$ cat config.mk
export PLATFORM = sky130hd
export DESIGN_NAME = flit_bit_fault_injector
export DESIGN_NICKNAME = d
export VERILOG_FILES = /design/src/rtl/fbfi_pkg.sv /design/src/rtl/flit_bit_fault_injector.sv /design/src/rtl/fbfi_window.sv /design/src/rtl/fbfi_lasting.sv
export VERILOG_INCLUDE_DIRS = /design/src /design/src/rtl
export SDC_FILE = /design/constraint.sdc
export NUM_CORES = 1
export LEC_CHECK = 0
export ABC_AREA = 1
export BUFFER_PORTS_ARGS = -buffer_cell sky130_fd_sc_hd__buf_2
export CORE_MARGIN = 8
export CORE_UTILIZATION = 30
export CTS_BUF_LIST = sky130_fd_sc_hd__clkbuf_2
export CTS_CLUSTER_SIZE = 8
export DETAILED_ROUTE_END_ITERATION = 8
export PLACE_DENSITY = 0.51
export SETUP_SLACK_MARGIN = 0.15
export SYNTH_ARGS = -nofsm -noshare
export SYNTH_HDL_FRONTEND = slang
export SYNTH_HIERARCHICAL = 1
export SYNTH_SLANG_ARGS = --single-unit
$ cat constraint.sdc
create_clock -name clk -period 13.8 [get_ports clk]
set_clock_uncertainty 0.1 [all_clocks]
set_input_delay 1.38 -clock clk [delete_from_list [all_inputs] [get_ports clk]]
set_output_delay 1.38 -clock clk [all_outputs]
set_load 0.02 [all_outputs]
$ cat src/rtl/flit_bit_fault_injector_defines.svh
// assertion macros for the flit bit fault injector
`ifndef FLIT_BIT_FAULT_INJECTOR_DEFINES_SVH
`define FLIT_BIT_FAULT_INJECTOR_DEFINES_SVH

// consequent must hold in the cycle after the antecedent
`define FBFI_ASSERT_NEXT(lbl, ante, cons, msg) \
	lbl: assert property (@(posedge clk) disable iff (!arst_n) (ante) |=> (cons)) \
		else $error(msg);

// consequent must hold in the same cycle as the antecedent
`define FBFI_ASSERT_NOW(lbl, ante, cons, msg) \
	lbl: assert property (@(posedge clk) disable iff (!arst_n) (ante) |-> (cons)) \
		else $error(msg);

`endif

$ cat src/rtl/fbfi_pkg.sv
`default_nettype none
package fbfi_pkg;

	localparam int DATA_BITS_DEF     = 32;
	localparam int DURATION_BITS_DEF = 8;

	// width of the fixed item fields
	localparam int VEC_W  = 32;
	localparam int WIRE_W = 5;
	localparam int FW_W   = 6;
	localparam int DUR_W  = 8;

	typedef enum logic [1:0] {
		MODE_BUFFER = 2'd0,
		MODE_LINK   = 2'd1,
		MODE_XFER   = 2'd2
	} fbfi_mode_t;

	// control from the item stage to the lasting flip counters
	typedef struct packed {
		logic load;
		logic decay;
	} fbfi_cnt_ctl_t;

endpackage
`default_nettype wire

$ cat src/rtl/flit_bit_fault_injector.sv
// flit bit fault injector
// input channel (in_valid/in_ready) carries one item a transfer: mode selects a
// buffer fault, a link fault or a flit transfer. fault items update the pending
// flip masks and the per-bit lasting counters and give no result. a flit transfer
// gives one result on the output channel (out_valid/out_ready): the flit's error
// vector with all pending and lasting flips applied.
// config channel (cfg_valid/cfg_ready) writes is_output_port; write it only while
// no item is in flight. link faults are dropped on an input port.
// an accepted transfer waits in the item register, is then registered into the
// result register and is taken from there by the receiver.
// throughput: one item per cycle unless stalled; the item register feeds a single
// pass of window decode, mask update and counter update into the result register.
// when the receiver stalls, fault items keep flowing; a second transfer waits in
// the item register until the result register is taken, and in_ready drops.
// reset clears all masks, all lasting counters, the port kind and both valids.
`default_nettype none
`include "flit_bit_fault_injector_defines.svh"
module flit_bit_fault_injector import fbfi_pkg::*; #(
	parameter int DATA_BITS     = DATA_BITS_DEF,
	parameter int DURATION_BITS = DURATION_BITS_DEF
) (
	input  logic              clk,
	input  logic              arst_n,
	input  logic              cfg_valid,
	output logic              cfg_ready,
	input  logic              is_output_port,
	input  logic              in_valid,
	output logic              in_ready,
	input  logic [1:0]        mode,
	input  logic [VEC_W-1:0]  error_vector,
	input  logic [WIRE_W-1:0] fault_wire,
	input  logic [FW_W-1:0]   fault_width,
	input  logic [DUR_W-1:0]  fault_duration,
	output logic              out_valid,
	input  logic              out_ready,
	output logic [VEC_W-1:0]  error_vector_out
);

	logic                 port_q;
	logic                 valid_s1;
	logic [1:0]           mode_s1;
	logic [VEC_W-1:0]     ev_s1;
	logic [WIRE_W-1:0]    wire_s1;
	logic [FW_W-1:0]      width_s1;
	logic [DUR_W-1:0]     dur_s1;
	logic [DATA_BITS-1:0] buf_q;
	logic [DATA_BITS-1:0] link_q;
	logic [DATA_BITS-1:0] touched_q;
	logic                 out_valid_q;
	logic [VEC_W-1:0]     out_q;
	logic [DATA_BITS-1:0] win;
	logic [DATA_BITS-1:0] lasting;
	logic [DATA_BITS-1:0] flip_all;
	logic                 advance;
	logic                 is_buf;
	logic                 is_link;
	logic                 is_xfer;
	fbfi_cnt_ctl_t        cnt_ctl;

	assign cfg_ready        = 1'b1;
	assign out_valid        = out_valid_q;
	assign error_vector_out = out_q;

	always_comb begin
		is_buf   = (mode_s1 == MODE_BUFFER);
		is_link  = (mode_s1 == MODE_LINK) && port_q;
		is_xfer  = (mode_s1 == MODE_XFER);
		// only a transfer needs room in the result register
		advance  = valid_s1 && (!is_xfer || !out_valid_q || out_ready);
		in_ready = !valid_s1 || advance;
		cnt_ctl.load  = advance && is_link;
		cnt_ctl.decay = advance && is_xfer && port_q;
		flip_all = buf_q ^ (port_q ? (link_q ^ lasting) : '0);
	end

	fbfi_window #(
		.DATA_BITS(DATA_BITS)
	) u_window (
		.wire_sel(wire_s1),
		.width   (width_s1),
		.win     (win)
	);

	fbfi_lasting #(
		.DATA_BITS    (DATA_BITS),
		.DURATION_BITS(DURATION_BITS)
	) u_lasting (
		.clk     (clk),
		.arst_n  (arst_n),
		.ctl     (cnt_ctl),
		.win     (win),
		.touched (touched_q),
		.duration(dur_s1),
		.flip    (lasting)
	);

	always_ff @(posedge clk or negedge arst_n) begin
		if (!arst_n) begin
			port_q <= 1'b0;
		end else if (cfg_valid && cfg_ready) begin
			port_q <= is_output_port;
		end
	end

	always_ff @(posedge clk or negedge arst_n) begin
		if (!arst_n) begin
			valid_s1 <= 1'b0;
		end else if (in_ready) begin
			valid_s1 <= in_valid;
		end
	end

	always_ff @(posedge clk) begin
		if (in_ready && in_valid) begin
			mode_s1  <= mode;
			ev_s1    <= error_vector;
			wire_s1  <= fault_wire;
			width_s1 <= fault_width;
			dur_s1   <= fault_duration;
		end
	end

	always_ff @(posedge clk or negedge arst_n) begin
		if (!arst_n) begin
			buf_q     <= '0;
			link_q    <= '0;
			touched_q <= '0;
		end else if (advance) begin
			if (is_xfer) begin
				buf_q     <= '0;
				link_q    <= '0;
				touched_q <= '0;
			end else if (is_buf) begin
				buf_q <= buf_q ^ win;
			end else if (is_link) begin
				link_q    <= link_q ^ win;
				touched_q <= touched_q | win;
			end
		end
	end

	always_ff @(posedge clk or negedge arst_n) begin
		if (!arst_n) begin
			out_valid_q <= 1'b0;
		end else if (advance && is_xfer) begin
			out_valid_q <= 1'b1;
		end else if (out_ready) begin
			out_valid_q <= 1'b0;
		end
	end

	always_ff @(posedge clk) begin
		if (advance && is_xfer) begin
			out_q <= ev_s1 ^ VEC_W'(flip_all);
		end
	end

	`FBFI_ASSERT_NEXT(a_xfer_gives_result, advance && is_xfer, out_valid_q,
		"transfer gave no result")
	`FBFI_ASSERT_NEXT(a_xfer_clears_masks, advance && is_xfer,
		buf_q == '0 && link_q == '0 && touched_q == '0, "masks not cleared after transfer")
	`FBFI_ASSERT_NEXT(a_held_item_kept, !in_ready, valid_s1, "held item lost")
	`FBFI_ASSERT_NEXT(a_input_port_no_link, advance && mode_s1 == MODE_LINK && !port_q,
		$stable(link_q) && $stable(touched_q), "link fault taken on input port")

endmodule
`default_nettype wire

$ cat src/rtl/fbfi_window.sv
`default_nettype none
module fbfi_window import fbfi_pkg::*; #(
	parameter int DATA_BITS = DATA_BITS_DEF
) (
	input  logic [WIRE_W-1:0]    wire_sel,
	input  logic [FW_W-1:0]      width,
	output logic [DATA_BITS-1:0] win
);

	localparam int IW = $clog2(DATA_BITS + 64) + 1;

	logic [IW-1:0] width_ext;
	logic [IW-1:0] w;
	logic [IW-1:0] half;
	logic [IW-1:0] c_ext;
	logic [IW-1:0] begin_raw;
	logic [IW-1:0] lo;
	logic [IW-1:0] hi;

	always_comb begin
		width_ext = IW'(width);
		w         = (width_ext > IW'(DATA_BITS)) ? IW'(DATA_BITS) : width_ext;
		half      = w >> 1;
		c_ext     = IW'(wire_sel);
		begin_raw = (c_ext >= half) ? c_ext - half : '0;
		// slide the window down when it would run past the top bit
		lo        = (begin_raw + w > IW'(DATA_BITS)) ? IW'(DATA_BITS) - w : begin_raw;
		hi        = lo + w;
		for (int i = 0; i < DATA_BITS; i++) begin
			win[i] = (IW'(i) >= lo) && (IW'(i) < hi);
		end
	end

endmodule
`default_nettype wire

$ cat src/rtl/fbfi_lasting.sv
`default_nettype none
module fbfi_lasting import fbfi_pkg::*; #(
	parameter int DATA_BITS     = DATA_BITS_DEF,
	parameter int DURATION_BITS = DURATION_BITS_DEF
) (
	input  logic                 clk,
	input  logic                 arst_n,
	input  fbfi_cnt_ctl_t        ctl,
	input  logic [DATA_BITS-1:0] win,
	input  logic [DATA_BITS-1:0] touched,
	input  logic [DUR_W-1:0]     duration,
	output logic [DATA_BITS-1:0] flip
);

	localparam int LW = (DURATION_BITS > DUR_W) ? DURATION_BITS : DUR_W;
	localparam logic [LW-1:0] CNT_MAX = LW'((1 << DURATION_BITS) - 1);

	logic [DURATION_BITS-1:0] cnt_q [DATA_BITS];
	logic [DUR_W-1:0]         load_raw;
	logic [LW-1:0]            load_ext;
	logic [DURATION_BITS-1:0] load_val;

	always_comb begin
		load_raw = (duration == '0) ? '0 : duration - DUR_W'(1);
		load_ext = LW'(load_raw);
		load_val = DURATION_BITS'((load_ext > CNT_MAX) ? CNT_MAX : load_ext);
		// bits freshly hit by a link fault are not inverted again this transfer
		for (int b = 0; b < DATA_BITS; b++) begin
			flip[b] = (cnt_q[b] != '0) && !touched[b];
		end
	end

	always_ff @(posedge clk or negedge arst_n) begin
		if (!arst_n) begin
			for (int b = 0; b < DATA_BITS; b++) begin
				cnt_q[b] <= '0;
			end
		end else begin
			for (int b = 0; b < DATA_BITS; b++) begin
				if (ctl.load && win[b]) begin
					cnt_q[b] <= load_val;
				end else if (ctl.decay && flip[b]) begin
					cnt_q[b] <= cnt_q[b] - DURATION_BITS'(1);
				end
			end
		end
	end

endmodule
`default_nettype wire
Word level (Yosys, flattened, before mapping)
Cells that the tools add are included.

word-level totals
  register bits = 440
  input port bits = 59
  output and inout bits = 35
  word-level logic and storage cells = 481

operators by class
  add/sub/neg operators = 37
  order comparisons = 68
  equal/unequal tests = 3
  multiplexer cells = 80
  bitwise logic cells = 6
  reductions and logical operators = 243

operator list
  kind                                                                          number
  8-bit 2-to-1 mux                                                              68
  32-bit 2-to-1 mux                                                             9
  8-bit by 1-bit subtractor with 8-bit output (second input constant)           33
  8-bit nonzero test                                                            32
  32-bit XOR                                                                    5
  1-bit logical AND                                                             134
  5-bit by 8-bit >= comparator with 1-bit output (first input constant)         16
  5-bit by 8-bit less-than comparator with 1-bit output (first input constant)  16
  2-bit nonzero test                                                            35
  4-bit by 8-bit >= comparator with 1-bit output (first input constant)         8
  4-bit by 8-bit less-than comparator with 1-bit output (first input constant)  8
  1-bit logical NOT                                                             35
  3-bit by 8-bit >= comparator with 1-bit output (first input constant)         4
  3-bit by 8-bit less-than comparator with 1-bit output (first input constant)  4
  32-bit OR                                                                     1
  8-bit adder                                                                   2
  1-bit by 8-bit >= comparator with 1-bit output (first input constant)         2
  2-bit by 8-bit >= comparator with 1-bit output (first input constant)         2
  1-bit by 8-bit less-than comparator with 1-bit output (first input constant)  2
  2-bit by 8-bit less-than comparator with 1-bit output (first input constant)  2
  8-bit by 6-bit > comparator with 1-bit output (second input constant)         1
  8-bit > comparator (second input constant)                                    1
  8-bit logical NOT                                                             1
  5-bit by 7-bit subtractor with 8-bit output                                   1
  other kinds (12)                                                              15

Depth between registers and ports, before layout
Gate-level depths: netlist of the first run.

  word-level depth = 14
  gate-level depth with buffers = 44
  depth with buffers taken out = 44

Cells and area by module
Netlist of the first run, hierarchy kept.

modules (own cells, without submodules)
  module                   times used  cells an instance  area an instance (µm²)  sequential area each (µm²)
  fbfi_lasting             1           2773               18408.9                 6406.1
  flit_bit_fault_injector  1           1154               9318.9                  5029.8
  fbfi_window              1           391                2033.2                  0.0

Least setup slack after synthesis of the first run
OpenSTA, ideal clock, no wires.

  path type = register -> register
  start point = reg width_s1[5]
  end point = reg u_lasting/cnt_q[173] in the netlist's numbering
  setup time = 114 ps
  arrival = 5709 ps
  required time = 13586 ps
  path slack = 7877 ps
  stages on the path, launching flop included = 39
  buffers on the path = 0
  clock period less this slack = 5923 ps
  cell sequence = edfxtp_1 -> nor2_1 -> ha_1 -> inv_1 -> fa_1 -> nand3_1 -> nand3_1 -> xnor2_1 -> or2_2 -> inv_1 -> ha_1 -> nand2_1 -> clkinv_1 -> nand2_1 -> nor2_1 -> nor2_1 -> nand3_2 -> nand2_4 -> [3 not listed] -> inv_2 -> ha_1 -> inv_1 -> fa_1 -> o21ai_1 -> xor2_1 -> inv_1 -> nor2_1 -> nand3_2 -> inv_2 -> nand2_1 -> nand2_1 -> nor2_1 -> nand2_1 -> clkinv_1 -> nor2_1 -> and2_0 -> nor2_1

on the way
  longest elaborated chain between the ends = 12

ends and longest elaborated chain
  element                                                                                                               line                            RTL
  from (decl)                                                                                                           flit_bit_fault_injector.sv:44   logic [FW_W-1:0] width_s1;
  from (signal assigned)                                                                                                flit_bit_fault_injector.sv:118  width_s1 <= fault_width;
  6-bit > comparator                                                                                                    fbfi_window.sv:22               w = (width_ext > IW'(DATA_BITS)) ? IW'(DATA_BITS) : width_ext;
  6-bit 2-to-1 mux *                                                                                                    fbfi_window.sv:22
  5-bit by 7-bit subtractor with 8-bit output / 5-bit by 7-bit >= comparator with 1-bit output (equally long branches)  fbfi_window.sv:25               begin_raw = (c_ext >= half) ? c_ext - half : '0;
  8-bit 2-to-1 mux                                                                                                      fbfi_window.sv:25
  8-bit adder                                                                                                           fbfi_window.sv:27               lo = (begin_raw + w > IW'(DATA_BITS)) ? IW'(DATA_BITS) - w : begin_raw;
  8-bit by 6-bit > comparator with 1-bit output                                                                         fbfi_window.sv:27
  8-bit 2-to-1 mux                                                                                                      fbfi_window.sv:27
  8-bit adder                                                                                                           fbfi_window.sv:28               hi = lo + w;
  4-bit by 8-bit less-than comparator with 1-bit output                                                                 fbfi_window.sv:30               win[i] = (IW'(i) >= lo) && (IW'(i) < hi);
  1-bit logical AND *                                                                                                   fbfi_window.sv:30
  net win[10]                                                                                                           flit_bit_fault_injector.sv:51   logic [DATA_BITS-1:0] win;
  1-bit logical AND *                                                                                                   fbfi_lasting.sv:40              if (ctl.load && win[b]) begin
  8-bit 2-to-1 mux / 2-bit nonzero test (equally long branches)                                                         -
  to (signal, indexed assignment)                                                                                       fbfi_lasting.sv:41              cnt_q[b] <= load_val;
  to (signal, indexed assignment)                                                                                       fbfi_lasting.sv:43              cnt_q[b] <= cnt_q[b] - DURATION_BITS'(1);
  to (decl)                                                                                                             fbfi_lasting.sv:18              logic [DURATION_BITS-1:0] cnt_q [DATA_BITS];

The timed path passes the listed nets; every way through them passes the cells marked *.
A chain may end at the register's enable or synchronous reset.

Worst setup path after layout of the first run
  start point = reg width_s1[5]
  end point = reg u_lasting/cnt_q[17] in the netlist's numbering

on the way
  longest elaborated chain between the ends = 12

ends and longest elaborated chain
  element                                                                                                               line
  6-bit > comparator                                                                                                    fbfi_window.sv:22
  6-bit 2-to-1 mux *                                                                                                    fbfi_window.sv:22
  5-bit by 7-bit subtractor with 8-bit output / 5-bit by 7-bit >= comparator with 1-bit output (equally long branches)  fbfi_window.sv:25
  8-bit 2-to-1 mux                                                                                                      fbfi_window.sv:25
  8-bit adder                                                                                                           fbfi_window.sv:27
  8-bit by 6-bit > comparator with 1-bit output                                                                         fbfi_window.sv:27
  8-bit 2-to-1 mux                                                                                                      fbfi_window.sv:27
  8-bit adder                                                                                                           fbfi_window.sv:28
  5-bit by 8-bit less-than comparator with 1-bit output                                                                 fbfi_window.sv:30
  1-bit logical AND *                                                                                                   fbfi_window.sv:30
  net win[29]                                                                                                           flit_bit_fault_injector.sv:51
  1-bit logical AND *                                                                                                   fbfi_lasting.sv:40
  8-bit 2-to-1 mux / 2-bit nonzero test (equally long branches)                                                         -

Marked as above.

==> results of run 1 <==
metal layers:
layer	wire [µm]	track usage	part of all wire	vias up
met5	0	0	0	-
met4	3002	0.06500	0.031	0
met3	5129	0.03646	0.054	196
met2	43910	0.2828	0.46	626
met1	43450	0.2250	0.46	13070
li1	-	-	-	14270
registers in the layout (all words and copies together), names as in the netlist:
| register | cells |
|---|---|
| u_lasting/cnt_q | 256 |
| link_q | 32 |
| valid_s1 | 1 |
| touched_q | 32 |
| wire_s1 | 5 |
| width_s1 | 6 |
| mode_s1 | 2 |
| buf_q | 32 |
| port_q | 1 |
| error_vector_out | 32 |
| out_valid | 1 |
| dur_s1 | 8 |
| ev_s1 | 32 |
worst register-to-register path, delay by kind of cell, from the launching register on:
family                   cells  cell delay (ns)
AO/OA/AOI/OAI                3             0.30
adder cells (fa/ha/maj)      5             1.59
AND/OR/NAND/NOR             19             3.50
XOR/XNOR                     2             0.52
flip-flops                   1             0.54
buffers and inverters        8             1.03
metrics by stage:
stage / instance area (µm²) / setup slack (ns) / util / hold WS (ns)
floorplan: 29760 / 7.877 / - / 0.3419
global placement: 31420 / 6.339 / 0.3192 / 0.3579
detailed placement: 31420 / 6.303 / 0.3192 / 0.3669
CTS: 33230 / 6.244 / 0.3377 / 0.0008055
global route: 33250 / 5.484 / 0.3378 / 0.03455
finish: 33260 / 6.163 / 0.3379 / 0.1473
worst min-delay path by stage:
| stage | endpoint | cells past startpoint | slack (ns) | startpoint |
|---|---|---|---|---|
| floorplan | u_lasting/cnt_q[105] | 2 | 0.34 | u_lasting/cnt_q[105] |
| global placement | u_lasting/cnt_q[185] | 2 | 0.36 | u_lasting/cnt_q[185] |
| detailed placement | u_lasting/cnt_q[121] | 2 | 0.37 | u_lasting/cnt_q[121] |
| CTS | port_q | 2 | 0.0008 | cfg_valid |
| global route | ev_s1[5] | 1 | 0.03 | error_vector[5] |
| finish | port_q | 2 | 0.15 | cfg_valid |
power groups by stage:
| stage | clock network, mW | registers (mW) | logic, mW |
|---|---|---|---|
| CTS | 1.16 | 2.36 | 3.31 |
| finish | 1.11 | 2.36 | 3.31 |
| floorplan | 0 | 2.26 | 2.58 |
| global route | 1.23 | 2.44 | 3.82 |
| global placement | 0 | 2.38 | 3.26 |
| detailed placement | 0 | 2.37 | 3.29 |
placed cells by master, fill, tap and decap left out, drive strengths merged, types with 52 or more instances in the layout:
| cell | n |
|---|---|
| buf | 120 |
| clkbuf | 189 |
| dfrtp | 355 |
| dlygate4sd3 | 52 |
| edfxtp | 85 |
| ha | 85 |
| inv | 509 |
| nand2 | 1304 |
| nand3 | 690 |
| nand4 | 80 |
| nor2 | 564 |
| o21ai | 232 |
| xnor2 | 62 |
| xor2 | 103 |
cell families after synthesis:
logic type      after synthesis  share of synthesized area
compound gates              295                    0.05259
xor+xnor                    165                    0.04881
fa+ha+maj                    88                    0.03775
buf+inv                     634                    0.08669
flops                       440                     0.3843
other cells                   1                  0.0001260
simple gates               2695                     0.3898
layout make-up:
cell class / count / area share
inverters: 508 / 0.05733
flip-flops and latches: 440 / 0.3439
clock inverters: 51 / 0.01050
diodes: 10 / 0.0007524
well taps: 1287 / 0.04842
repair buffers: 172 / 0.03612
clock buffers: 189 / 0.02844
multi-input cells: 3244 / 0.4746
==> reports/metrics.csv, run 1 <==
stage,metric,value,unit
run,timing.max_cap.violations,0,
final_layout,post_route_insts_no_fill,5901,
power,p_sw,3.211,mW
yosys,post-synth-top-area-fraction,0.2985,
global_routing,antenna_violations_before_repair,4,
floorplanning,design.die.area,109500,µm²
floorplanning,placementRows,115,
final_layout,areaGrowthSynthToFinish,11.75,%
critical_path,crit_fanout,16,
critical_path,crit_family,simple AND/OR/NAND/NOR gates,
floorplanning,core-area,98420,µm²
floorplanning,fp.dieW,331.0,µm
critical_path,cp.arrival,8.80,ns
route,routed_wire_length,95490,µm
yosys,netlist-cell-type-count,48,
yosys,postSynth.topFlopCell,sky130_fd_sc_hd__dfrtp_1,
yosys,synthTopCellsByCount,"sky130_fd_sc_hd__nand2_1 (1275), sky130_fd_sc_hd__nand3_1 (671), sky130_fd_sc_hd__nor2_1 (554), sky130_fd_sc_hd__inv_1 (486), sky130_fd_sc_hd__dfrtp_1 (355)",
critical_path,reg2reg_setup_slack,6.16,ns
critical_path,cp_slowest_cell,sky130_fd_sc_hd__edfxtp_1,
clock_tree,ctsResizeCount,0,
power,sw_share,0.4736,
critical_path,r2r-end,u_lasting/cnt_q[17],
power,vdd_drop_max,77.71,µV
floorplanning,initial_utilization,0.3024,
place,place_congestion,0.8886,
run_status,status,completed,
floorplanning,pin_count,94,
final_layout,fraction_of_final_layout_cells_with_drive_strength_greater_than_1,0.09427,
clock_tree,ctsRootBufferMaster,sky130_fd_sc_hd__clkbuf_2,
power,seq_power_share,0.348,
route,via_count,28160,
sta,tightest_slew,1.179,ns
final_layout,storage_cell_area,11440,µm²
critical_path,critPathBufInv,8,
sta,maxClockFrequency,0.1309,GHz
place,numPortBuffers,92,
yosys,postSynth.asyncResetShare,0.8068,
final_layout,finalNetCount,4644,
yosys,post_synth_main_area_contributors,"sky130_fd_sc_hd__dfrtp_1 (30%), sky130_fd_sc_hd__nand2_1 (16%), sky130_fd_sc_hd__nand3_1 (11%), sky130_fd_sc_hd__edfxtp_1 (8.6%), sky130_fd_sc_hd__nor2_1 (7.0%)",
global_routing,grt_max_degree,105,
sta,rsz0062_at_grt,false,
sta,final_min_period_over_clock_period,0.5534,
route,viasPerCell,4.771,
yosys,synthDominantAreaCellType,sky130_fd_sc_hd__dfrtp_1,
route,drc,0,
power,total_leakage_power,17.05,nW
yosys,synth-seq-cells,440,
final_layout,multi_input_comb_area,15780,µm²
critical_path,crit_reg_reg_startpoint,width_s1[5],
yosys,post_synth_inst_count,4318,
floorplanning,chipHeight,331.0,µm
clock_tree,htree_num_levels,4,
global_routing,grt_first_pass_wirelength,149900,µm
hold_path,hp-class,in -> reg,
sta,setup_viol,0,
yosys,yosysMostFrequentCell,sky130_fd_sc_hd__nand2_1,
critical_path,setup.worst_path.class,reg -> reg,
power,clock_power_share,0.164,
sta,final.setup.tns,0,ns
sta,timing_max_transition_violations_final,0,
yosys,post_synth.cell_area_avg,6.892,µm²
route,wire_per_inst,16.18,µm
power,fin_total_pwr,6.779,mW
power,power-per-cell-area,203.8,nW/µm²
critical_path,worst_ep_required_time,14.96,ns
clock_tree,tritoncts,yes,
critical_path,crit_path_end_kind,flop,
critical_path,worstSetupPathDepth,37,
place,dpl.cell_count,5599,
yosys,synth_edf_count,85,
clock_tree,post_cts_hold_buffer_count,52,
global_routing,number_of_global_route_vias_before_repair,26710,
final_layout,layout.filler_cells,10800,
yosys,ys_seq_area_frac,0.3843,
critical_path,worst-r2r-cell-count,37,
sta,min_period,7.637,ns
global_routing,grt_overflow_total,0,
critical_path,timing.critical_path.from,width_s1[5],
clock_tree,cts.clk_slew.worst_paths,0.11,ns
clock_tree,clk_latency,1.39,ns
place,hpwlAfterDp,60490,µm
route,detailedRoute.firstPassIterationCount,8,
clock_tree,cts.path.max_buffers,3,
route,drt_iter0_drc,1942,
global_routing,grt_usage,0.1734,
yosys,yosys_warning_count,6,
clock_tree,cts_bufs_inserted,131,
route,ant_nets,0,
critical_path,setup.worst_path.end,u_lasting/cnt_q[17],
power,power_report.internal_total,3.569,mW
sta,timing.max_slew.rel_slack,0.2143,
yosys,synthesis.area,29760,µm²
critical_path,worst_path_largest_cell_delay,0.54,ns
critical_path,timing.critical_path.from_type,flop,
power,share_comb_of_total_power,0.488,
clock_tree,cts_setup_buffers,0,
sta,finalHoldViolCount,0,
yosys,synth_nets,4465,
clock_tree,clock_sink_count,440,
(Power assumes the default switching activity.)
==> inputs of run 2 (changes only) <==
==> constraint.sdc (replaced) <==
create_clock -name clk -period 7.15 [get_ports clk]
set_clock_uncertainty 0.1 [all_clocks]
set_input_delay 0.715 -clock clk [delete_from_list [all_inputs] [get_ports clk]]
set_output_delay 0.715 -clock clk [all_outputs]
set_load 0.02 [all_outputs]
==> run 2 against run 1 <==
  * Power rose by 94%
  * Design area rose by 2.7%
  * Register-to-register slack got worse by 5.5 ns
  * Non-clock buffer count rose by 88
  * Final cell count rose by 1.1%
  * Wire length rose by 1.4%
  * Hold slack improved by 0.048 ns
  * First-iteration DRC count rose by 1.8%
  * Via count rose by 2.0%
  * Maximum frequency rose by 18%
  * Clock-buffer cell count fell by 6
  * Flip-flop and latch count did not move
==> reports/metrics.csv, run 2 (synthesis results as in run 1) <==
stage,metric,value,unit,change
clock_tree,tritoncts,yes,,unchanged
place,hpwlAfterDp,61850,µm,was 60490 µm
route,ant_nets,0,,unchanged
power,total_leakage_power,17.39,nW,was 17.05 nW
route,viasPerCell,4.812,,was 4.771
power,fin_total_pwr,13.12,mW,was 6.779 mW
sta,timing.max_slew.rel_slack,0.2500,,was 0.2143
critical_path,cp.arrival,7.51,ns,was 8.80 ns
critical_path,cp_slowest_cell,sky130_fd_sc_hd__fa_1,,was sky130_fd_sc_hd__edfxtp_1
final_layout,mostFrequentLayoutCells,"sky130_fd_sc_hd__nand2_1 (1246), sky130_fd_sc_hd__nand3_1 (670), sky130_fd_sc_hd__nor2_1 (549), sky130_fd_sc_hd__inv_1 (479), sky130_fd_sc_hd__dfrtp_1 (355)",,"was sky130_fd_sc_hd__nand2_1 (1273), sky130_fd_sc_hd__nand3_1 (670), sky130_fd_sc_hd__nor2_1 (553), sky130_fd_sc_hd__inv_1 (482), sky130_fd_sc_hd__dfrtp_1 (355)"
run_status,status,completed,,unchanged
clock_tree,htree_num_levels,3,,was 4
sta,tightest_slew,1.122,ns,was 1.179 ns
clock_tree,cts.clk_slew.worst_paths,0.12,ns,was 0.11 ns
clock_tree,ctsRootBufferMaster,sky130_fd_sc_hd__clkbuf_2,,unchanged
critical_path,timing.critical_path.from,width_s1[5],,unchanged
clock_tree,clock_sink_count,440,,unchanged
critical_path,crit_path_end_kind,flop,,unchanged
route,drt_iter0_drc,1977,,was 1942
place,numPortBuffers,92,,unchanged
sta,min_period,6.469,ns,was 7.637 ns
final_layout,largest-register,u_lasting/cnt_q,,unchanged
final_layout,layout.filler_cells,10610,,was 10800
critical_path,r2r-end,u_lasting/cnt_q[233],,was u_lasting/cnt_q[17]
final_layout,finalNetCount,4720,,was 4644
critical_path,crit_reg_reg_startpoint,width_s1[5],,unchanged
global_routing,grt_overflow_total,0,,unchanged
clock_tree,cts_bufs_inserted,119,,was 131
critical_path,reg2reg_setup_slack,0.68,ns,was 6.16 ns
floorplanning,pin_count,94,,unchanged
critical_path,worst_ep_required_time,8.19,ns,was 14.96 ns
final_layout,fraction_of_final_layout_cells_with_drive_strength_greater_than_1,0.1049,,was 0.09427
sta,setup_viol,0,,unchanged
floorplanning,chipHeight,331.0,µm,unchanged
route,via_count,28710,,was 28160
critical_path,timing.critical_path.from_type,flop,,unchanged
global_routing,grt_usage,0.1743,,was 0.1734
critical_path,critical-path-top-cell-by-count,sky130_fd_sc_hd__inv_1,,
final_layout,areaGrowthSynthToFinish,14.73,%,was 11.75%
sta,final.setup.tns,0,ns,unchanged
sta,rsz0062_at_grt,false,,unchanged
floorplanning,fp.dieW,331.0,µm,unchanged
global_routing,number_of_global_route_vias_before_repair,26830,,was 26710
global_routing,grt_first_pass_wirelength,152000,µm,was 149900 µm
global_routing,grt_max_degree,115,,was 105
hold_path,hp-class,in -> reg,,unchanged
floorplanning,initial_utilization,0.3024,,unchanged
critical_path,setup.worst_path.end,u_lasting/cnt_q[233],,was u_lasting/cnt_q[17]
sta,finalHoldViolCount,0,,unchanged
route,wire_per_inst,16.22,µm,was 16.18 µm
global_routing,antenna_violations_before_repair,5,,was 4
power,vdd_drop_max,166.5,µV,was 77.71 µV
route,detailedRoute.firstPassIterationCount,7,,was 8
place,place_congestion,0.9072,,was 0.8886
critical_path,worst-r2r-cell-count,37,,unchanged
floorplanning,core-area,98420,µm²,unchanged
critical_path,worst_path_largest_cell_delay,0.44,ns,was 0.54 ns
sta,final_min_period_over_clock_period,0.9047,,was 0.5534
final_layout,final_util,0.3469,,was 0.3379
final_layout,leading_cell_type_in_the_layout_fill_and_taps_excluded,sky130_fd_sc_hd__nand2_1,,unchanged
clock_tree,clk_latency,1.29,ns,was 1.39 ns
route,routed_wire_length,96790,µm,was 95490 µm
sta,timing_max_transition_violations_final,0,,unchanged
sta,maxClockFrequency,0.1546,GHz,was 0.1309 GHz
power,power-per-cell-area,384.2,nW/µm²,was 203.8 nW/µm²
route,drc,0,,unchanged
floorplanning,placementRows,115,,unchanged
floorplanning,design.die.area,109500,µm²,unchanged
critical_path,setup.worst_path.class,reg -> reg,,unchanged
clock_tree,cts.path.max_buffers,3,,unchanged
final_layout,flip_flop_count_of_the_largest_register_all_copies_and_words_added,256,,unchanged
critical_path,crit_fanout,16,,unchanged
run,timing.max_cap.violations,0,,unchanged
## run 2: changes by cell type in the layout (fill, tap and decap cells not counted), sizes merged
| cell | delta |
|---|---|
| inv | -6 |
| dlygate4sd3 | +62 |
| clkinv | -5 |
| diode | -3 |
| buf | +26 |
| clkbuf | -6 |
| bufinv | -1 |
| clkinvlp | -1 |
## run 2: how the worst min path moves through the flow
stage,from,endpoint,slack (ns),cells after the start
final,fault_duration[7],dur_s1[7],0.20,2
after global placement,u_lasting/cnt_q[121],u_lasting/cnt_q[121],0.36,2
after CTS,fault_duration[7],dur_s1[7],0.05,2
after floorplan,arst_n,buf_q[0],0.32,0
after global routing,fault_duration[7],dur_s1[7],0.02,2
after detailed placement,u_lasting/cnt_q[105],u_lasting/cnt_q[105],0.36,2
## run 2: cell type report
type	count	area, µm²	share of cell area
well taps	1287	1610	0.04716
multi-input cells	3244	15940	0.4669
inverters	508	1914	0.05606
flip-flops and latches	440	11440	0.3349
clock inverters	38	256.5	0.007512
diodes	7	17.52	0.0005130
clock buffers	183	915.9	0.02682
repair buffers	260	2053	0.06013
## run 2: what timing repair did
action | 4_1_cts | 5_1_grt
pin swaps | 0 | 0
endpoints found under the setup margin | 1 | 237
gates resized for setup | 1 | 51
hold buffers | 115 | 0
endpoints found under the hold margin | 260 | 0
buffers inserted | 0 | 0
## run 2: where the power goes
group | leakage (nW) | switching [mW] | internal, mW
registers | 5.25 | 0.952 | 3.60
clock network | 0.878 | 1.16 | 0.826
logic | 11.3 | 4.08 | 2.50
## run 2: routing by layer
metal	GRT usage	wire length [µm]	vias to the layer above
li1	-	-	14410
met1	0.2333	44810	13460
met2	0.2873	44980	674
met3	0.02930	4464	166
met4	0.05241	2527	0
met5	0	0	-
## run 2: metrics by stage
step                      setup WS [ns]  cells  cell area (µm²)  hold slack [ns]
final                            0.6813   5967            34150           0.1954
after global routing             0.1465   5967            34150          0.01579
after CTS                        0.2516   5960            33960          0.05346
after detailed placement         0.1925   5624            31610           0.3607
after global placement           0.3176   5624            31610           0.3593
after floorplan                   1.227   4318            29760           0.3194
## run 2: worst max-delay path, delay by kind of cell (launching register included)
kind | cells | cell delay, ns
and+or+nand+nor | 17 | 1.98
xor gates and xnor gates | 1 | 0.10
adders and majority gates | 6 | 1.86
DFF | 1 | 0.40
buffers and inverters | 9 | 1.08
AOI/OAI and AO/OA | 4 | 0.79
==> inputs of run 3 (changes only) <==
--- a/config.mk
+++ b/config.mk
@@ -14,6 +14,7 @@
 export CTS_CLUSTER_SIZE = 8
 export DETAILED_ROUTE_END_ITERATION = 8
 export PLACE_DENSITY = 0.51
+export RECOVER_POWER = 50
 export SETUP_SLACK_MARGIN = 0.15
 export SYNTH_ARGS = -nofsm -noshare
 export SYNTH_HDL_FRONTEND = slang
==> run 3 against run 2 <==
  * The run now ends with max-capacitance violations, max-slew violations left
  * Non-clock buffer count unchanged
  * Clock-buffer cell count did not move
  * Sequential power about the same
  * Critical path depth increased by 3
  * Power about the same
  * Sequential share of layout area grew 0.091 points
  * Wire length is essentially flat
  * Maximum frequency increased by 0.21%
  * Final cell count stayed put
  * Critical endpoint is now u_lasting/cnt_q[25]
  * Largest cell class unchanged
==> reports/metrics.csv, run 3 (synthesis results as in run 1) <==
stage,metric,value,unit,change
run_status,status,"complete, but fails checks",,was completed
run_status,failed_checks,"max-capacitance violations, max-slew violations",,
route,ant_nets,0,,unchanged
global_routing,grt_first_pass_wirelength,152000,µm,unchanged
sta,finalHoldViolCount,0,,unchanged
sta,postLayoutSetupSlackWorst,0.6950,ns,was 0.6813 ns
critical_path,reg2reg_setup_slack,0.69,ns,was 0.68 ns
critical_path,crit_reg_reg_startpoint,width_s1[5],,unchanged
hold_path,hp-class,in -> reg,,unchanged
critical_path,worst-r2r-cell-count,40,,was 37
critical_path,crit_fanout,16,,unchanged
floorplanning,design.die.area,109500,µm²,unchanged
hold_path,timing.hold.worst.start,fault_duration[7],,unchanged
critical_path,r2r-end,u_lasting/cnt_q[25],,was u_lasting/cnt_q[233]
floorplanning,initial_utilization,0.3024,,unchanged
floorplanning,placementRows,115,,unchanged
critical_path,crit_path_end_kind,flop,,unchanged
final_layout,finalNetCount,4720,,unchanged
sta,timing_max_transition_violations_final,438,,was 0
final_layout,largest-register,u_lasting/cnt_q,,unchanged
place,dpl.cell_count,5624,,unchanged
route,drc,0,,unchanged
global_routing,number_of_global_route_vias_before_repair,26830,,unchanged
critical_path,timing.critical_path.from_type,flop,,unchanged
final_layout,fraction_of_final_layout_cells_with_drive_strength_greater_than_1,0.09972,,was 0.1049
sta,rsz0062_at_grt,false,,unchanged
route,routed_wire_length,96780,µm,was 96790 µm
global_routing,grt_max_degree,115,,unchanged
floorplanning,pin_count,94,,unchanged
final_layout,post_route_insts_no_fill,5967,,unchanged
critical_path,setup.worst_path.class,reg -> reg,,unchanged
run,timing.max_cap.violations,7,,was 0
clock_tree,htree_num_levels,3,,unchanged
final_layout,multi_input_comb_area,15930,µm²,was 15940 µm²
clock_tree,ctsRootBufferMaster,sky130_fd_sc_hd__clkbuf_2,,unchanged
clock_tree,cts.path.max_buffers,3,,unchanged
clock_tree,cts_bufs_inserted,119,,unchanged
final_layout,flip_flop_count_of_the_largest_register_all_copies_and_words_added,256,,unchanged
sta,holdWs,0.2575,ns,was 0.1954 ns
final_layout,areaGrowthSynthToFinish,14.42,%,was 14.73%
clock_tree,cts.clk_slew.worst_paths,0.12,ns,about the same
power,total_leakage_power,17.31,nW,was 17.39 nW
sta,tightest_slew,5.218,ns,was 1.122 ns
sta,setup_viol,0,,unchanged
sta,min_period,6.455,ns,was 6.469 ns
route,viasPerCell,4.812,,about the same
floorplanning,core-area,98420,µm²,unchanged
place,hpwlAfterDp,61850,µm,unchanged
floorplanning,fp.dieW,331.0,µm,unchanged
critical_path,critical-path-top-cell-by-count,sky130_fd_sc_hd__nand2_1,,was sky130_fd_sc_hd__inv_1
critical_path,cp_slowest_cell,sky130_fd_sc_hd__fa_1,,unchanged
hold_path,hold-path-cell-count,2,,unchanged
place,place_congestion,0.9072,,unchanged
critical_path,cp.arrival,7.49,ns,was 7.51 ns
clock_tree,clk_latency,1.29,ns,about the same
critical_path,worst_path_largest_cell_delay,0.44,ns,about the same
place,dp_slack,0.1925,ns,unchanged
final_layout,mostFrequentLayoutCells,"sky130_fd_sc_hd__nand2_1 (1246), sky130_fd_sc_hd__nand3_1 (670), sky130_fd_sc_hd__nor2_1 (550), sky130_fd_sc_hd__inv_1 (479), sky130_fd_sc_hd__dfrtp_1 (355)",,"was sky130_fd_sc_hd__nand2_1 (1246), sky130_fd_sc_hd__nand3_1 (670), sky130_fd_sc_hd__nor2_1 (549), sky130_fd_sc_hd__inv_1 (479), sky130_fd_sc_hd__dfrtp_1 (355)"
route,via_count,28710,,about the same
final_layout,final_design_area_no_fill,34050,µm²,was 34150 µm²
route,drt_iter0_drc,2029,,was 1977
sta,maxClockFrequency,0.1549,GHz,was 0.1546 GHz
sta,final.setup.tns,0,ns,unchanged
place,placed_instance_area,31610,µm²,unchanged
power,power-per-cell-area,385.0,nW/µm²,was 384.2 nW/µm²
clock_tree,tritoncts,yes,,unchanged
final_layout,final_util,0.3460,,was 0.3469
clock_tree,clock_sink_count,440,,unchanged
final_layout,leading_cell_type_in_the_layout_fill_and_taps_excluded,sky130_fd_sc_hd__nand2_1,,unchanged
route,detailedRoute.firstPassIterationCount,7,,unchanged
final_layout,storage_cell_area,11440,µm²,unchanged
power,fin_total_pwr,13.11,mW,was 13.12 mW
global_routing,grt_usage,0.1743,,unchanged
global_routing,antenna_violations_before_repair,5,,unchanged
clock_tree,cts_setup_buffers,0,,unchanged
global_routing,grt_overflow_total,0,,unchanged
hold_path,hold_end,dur_s1[7],,unchanged
place,numPortBuffers,92,,unchanged
final_layout,layout.filler_cells,10630,,was 10610
critical_path,worst_ep_required_time,8.18,ns,was 8.19 ns
route,wire_per_inst,16.22,µm,about the same
sta,final_min_period_over_clock_period,0.9028,,was 0.9047
sta,timing.max_slew.rel_slack,-2.479,,was 0.2500
power,vdd_drop_max,166.6,µV,was 166.5 µV
floorplanning,chipHeight,331.0,µm,unchanged
run 3: cell type report:
class / instances / share of cell area
Multi-Input combinational cell: 3244 / 0.4677
Sequential cell: 440 / 0.3358
Clock buffer: 183 / 0.02690
Antenna cell: 7 / 0.0005144
Clock inverter: 38 / 0.007532
Tap cell: 1287 / 0.04729
Inverter: 508 / 0.05622
Timing Repair Buffer: 260 / 0.05805
run 3: worst max-delay path by stage:
stage | startpoint | end | slack [ns] | cells past startpoint
floorplan | width_s1[5] | u_lasting/cnt_q[173] | 1.23 | 38
global placement | width_s1[5] | u_lasting/cnt_q[241] | 0.32 | 37
detailed placement | width_s1[5] | u_lasting/cnt_q[241] | 0.19 | 38
CTS | width_s1[5] | u_lasting/cnt_q[233] | 0.25 | 38
global route | width_s1[5] | u_lasting/cnt_q[97] | 0.15 | 37
finish | width_s1[5] | u_lasting/cnt_q[25] | 0.69 | 40
run 3: power by group:
group	internal [mW]	switching (mW)	leakage, nW	total [mW]
logic	2.49	4.08	11.2	6.57
registers	3.60	0.952	5.25	4.55
clock network	0.826	1.16	0.878	1.99
total	6.92	6.19	17.3	13.1
run 3: worst max-delay path: cells and delay by family, from the launching register on:
kind	cells	cell delay, ns
adder cells (fa/ha/maj)	6	1.85
flip-flops	1	0.40
AND/OR/NAND/NOR	20	2.29
buffers and inverters	10	1.16
AO/OA/AOI/OAI	3	0.40
XOR/XNOR	1	0.10
run 3: layer usage:
layer  track usage  up-vias  routed length [µm]
met2        0.2873      677               44930
li1              -    14410                   -
met1        0.2333    13450               44490
met4       0.05241        0                2581
met5             0        -                   0
met3       0.02930      169                4771
run 3: what timing repair did:
| item | in CTS | in global routing |
|---|---|---|
| gates cloned | 0 | 0 |
| resized for setup | 1 | 51 |
| pin swaps | 0 | 0 |
| hold buffers | 115 | 0 |
| setup endpoints to repair | 1 | 237 |
| hold endpoints to repair | 260 | 0 |
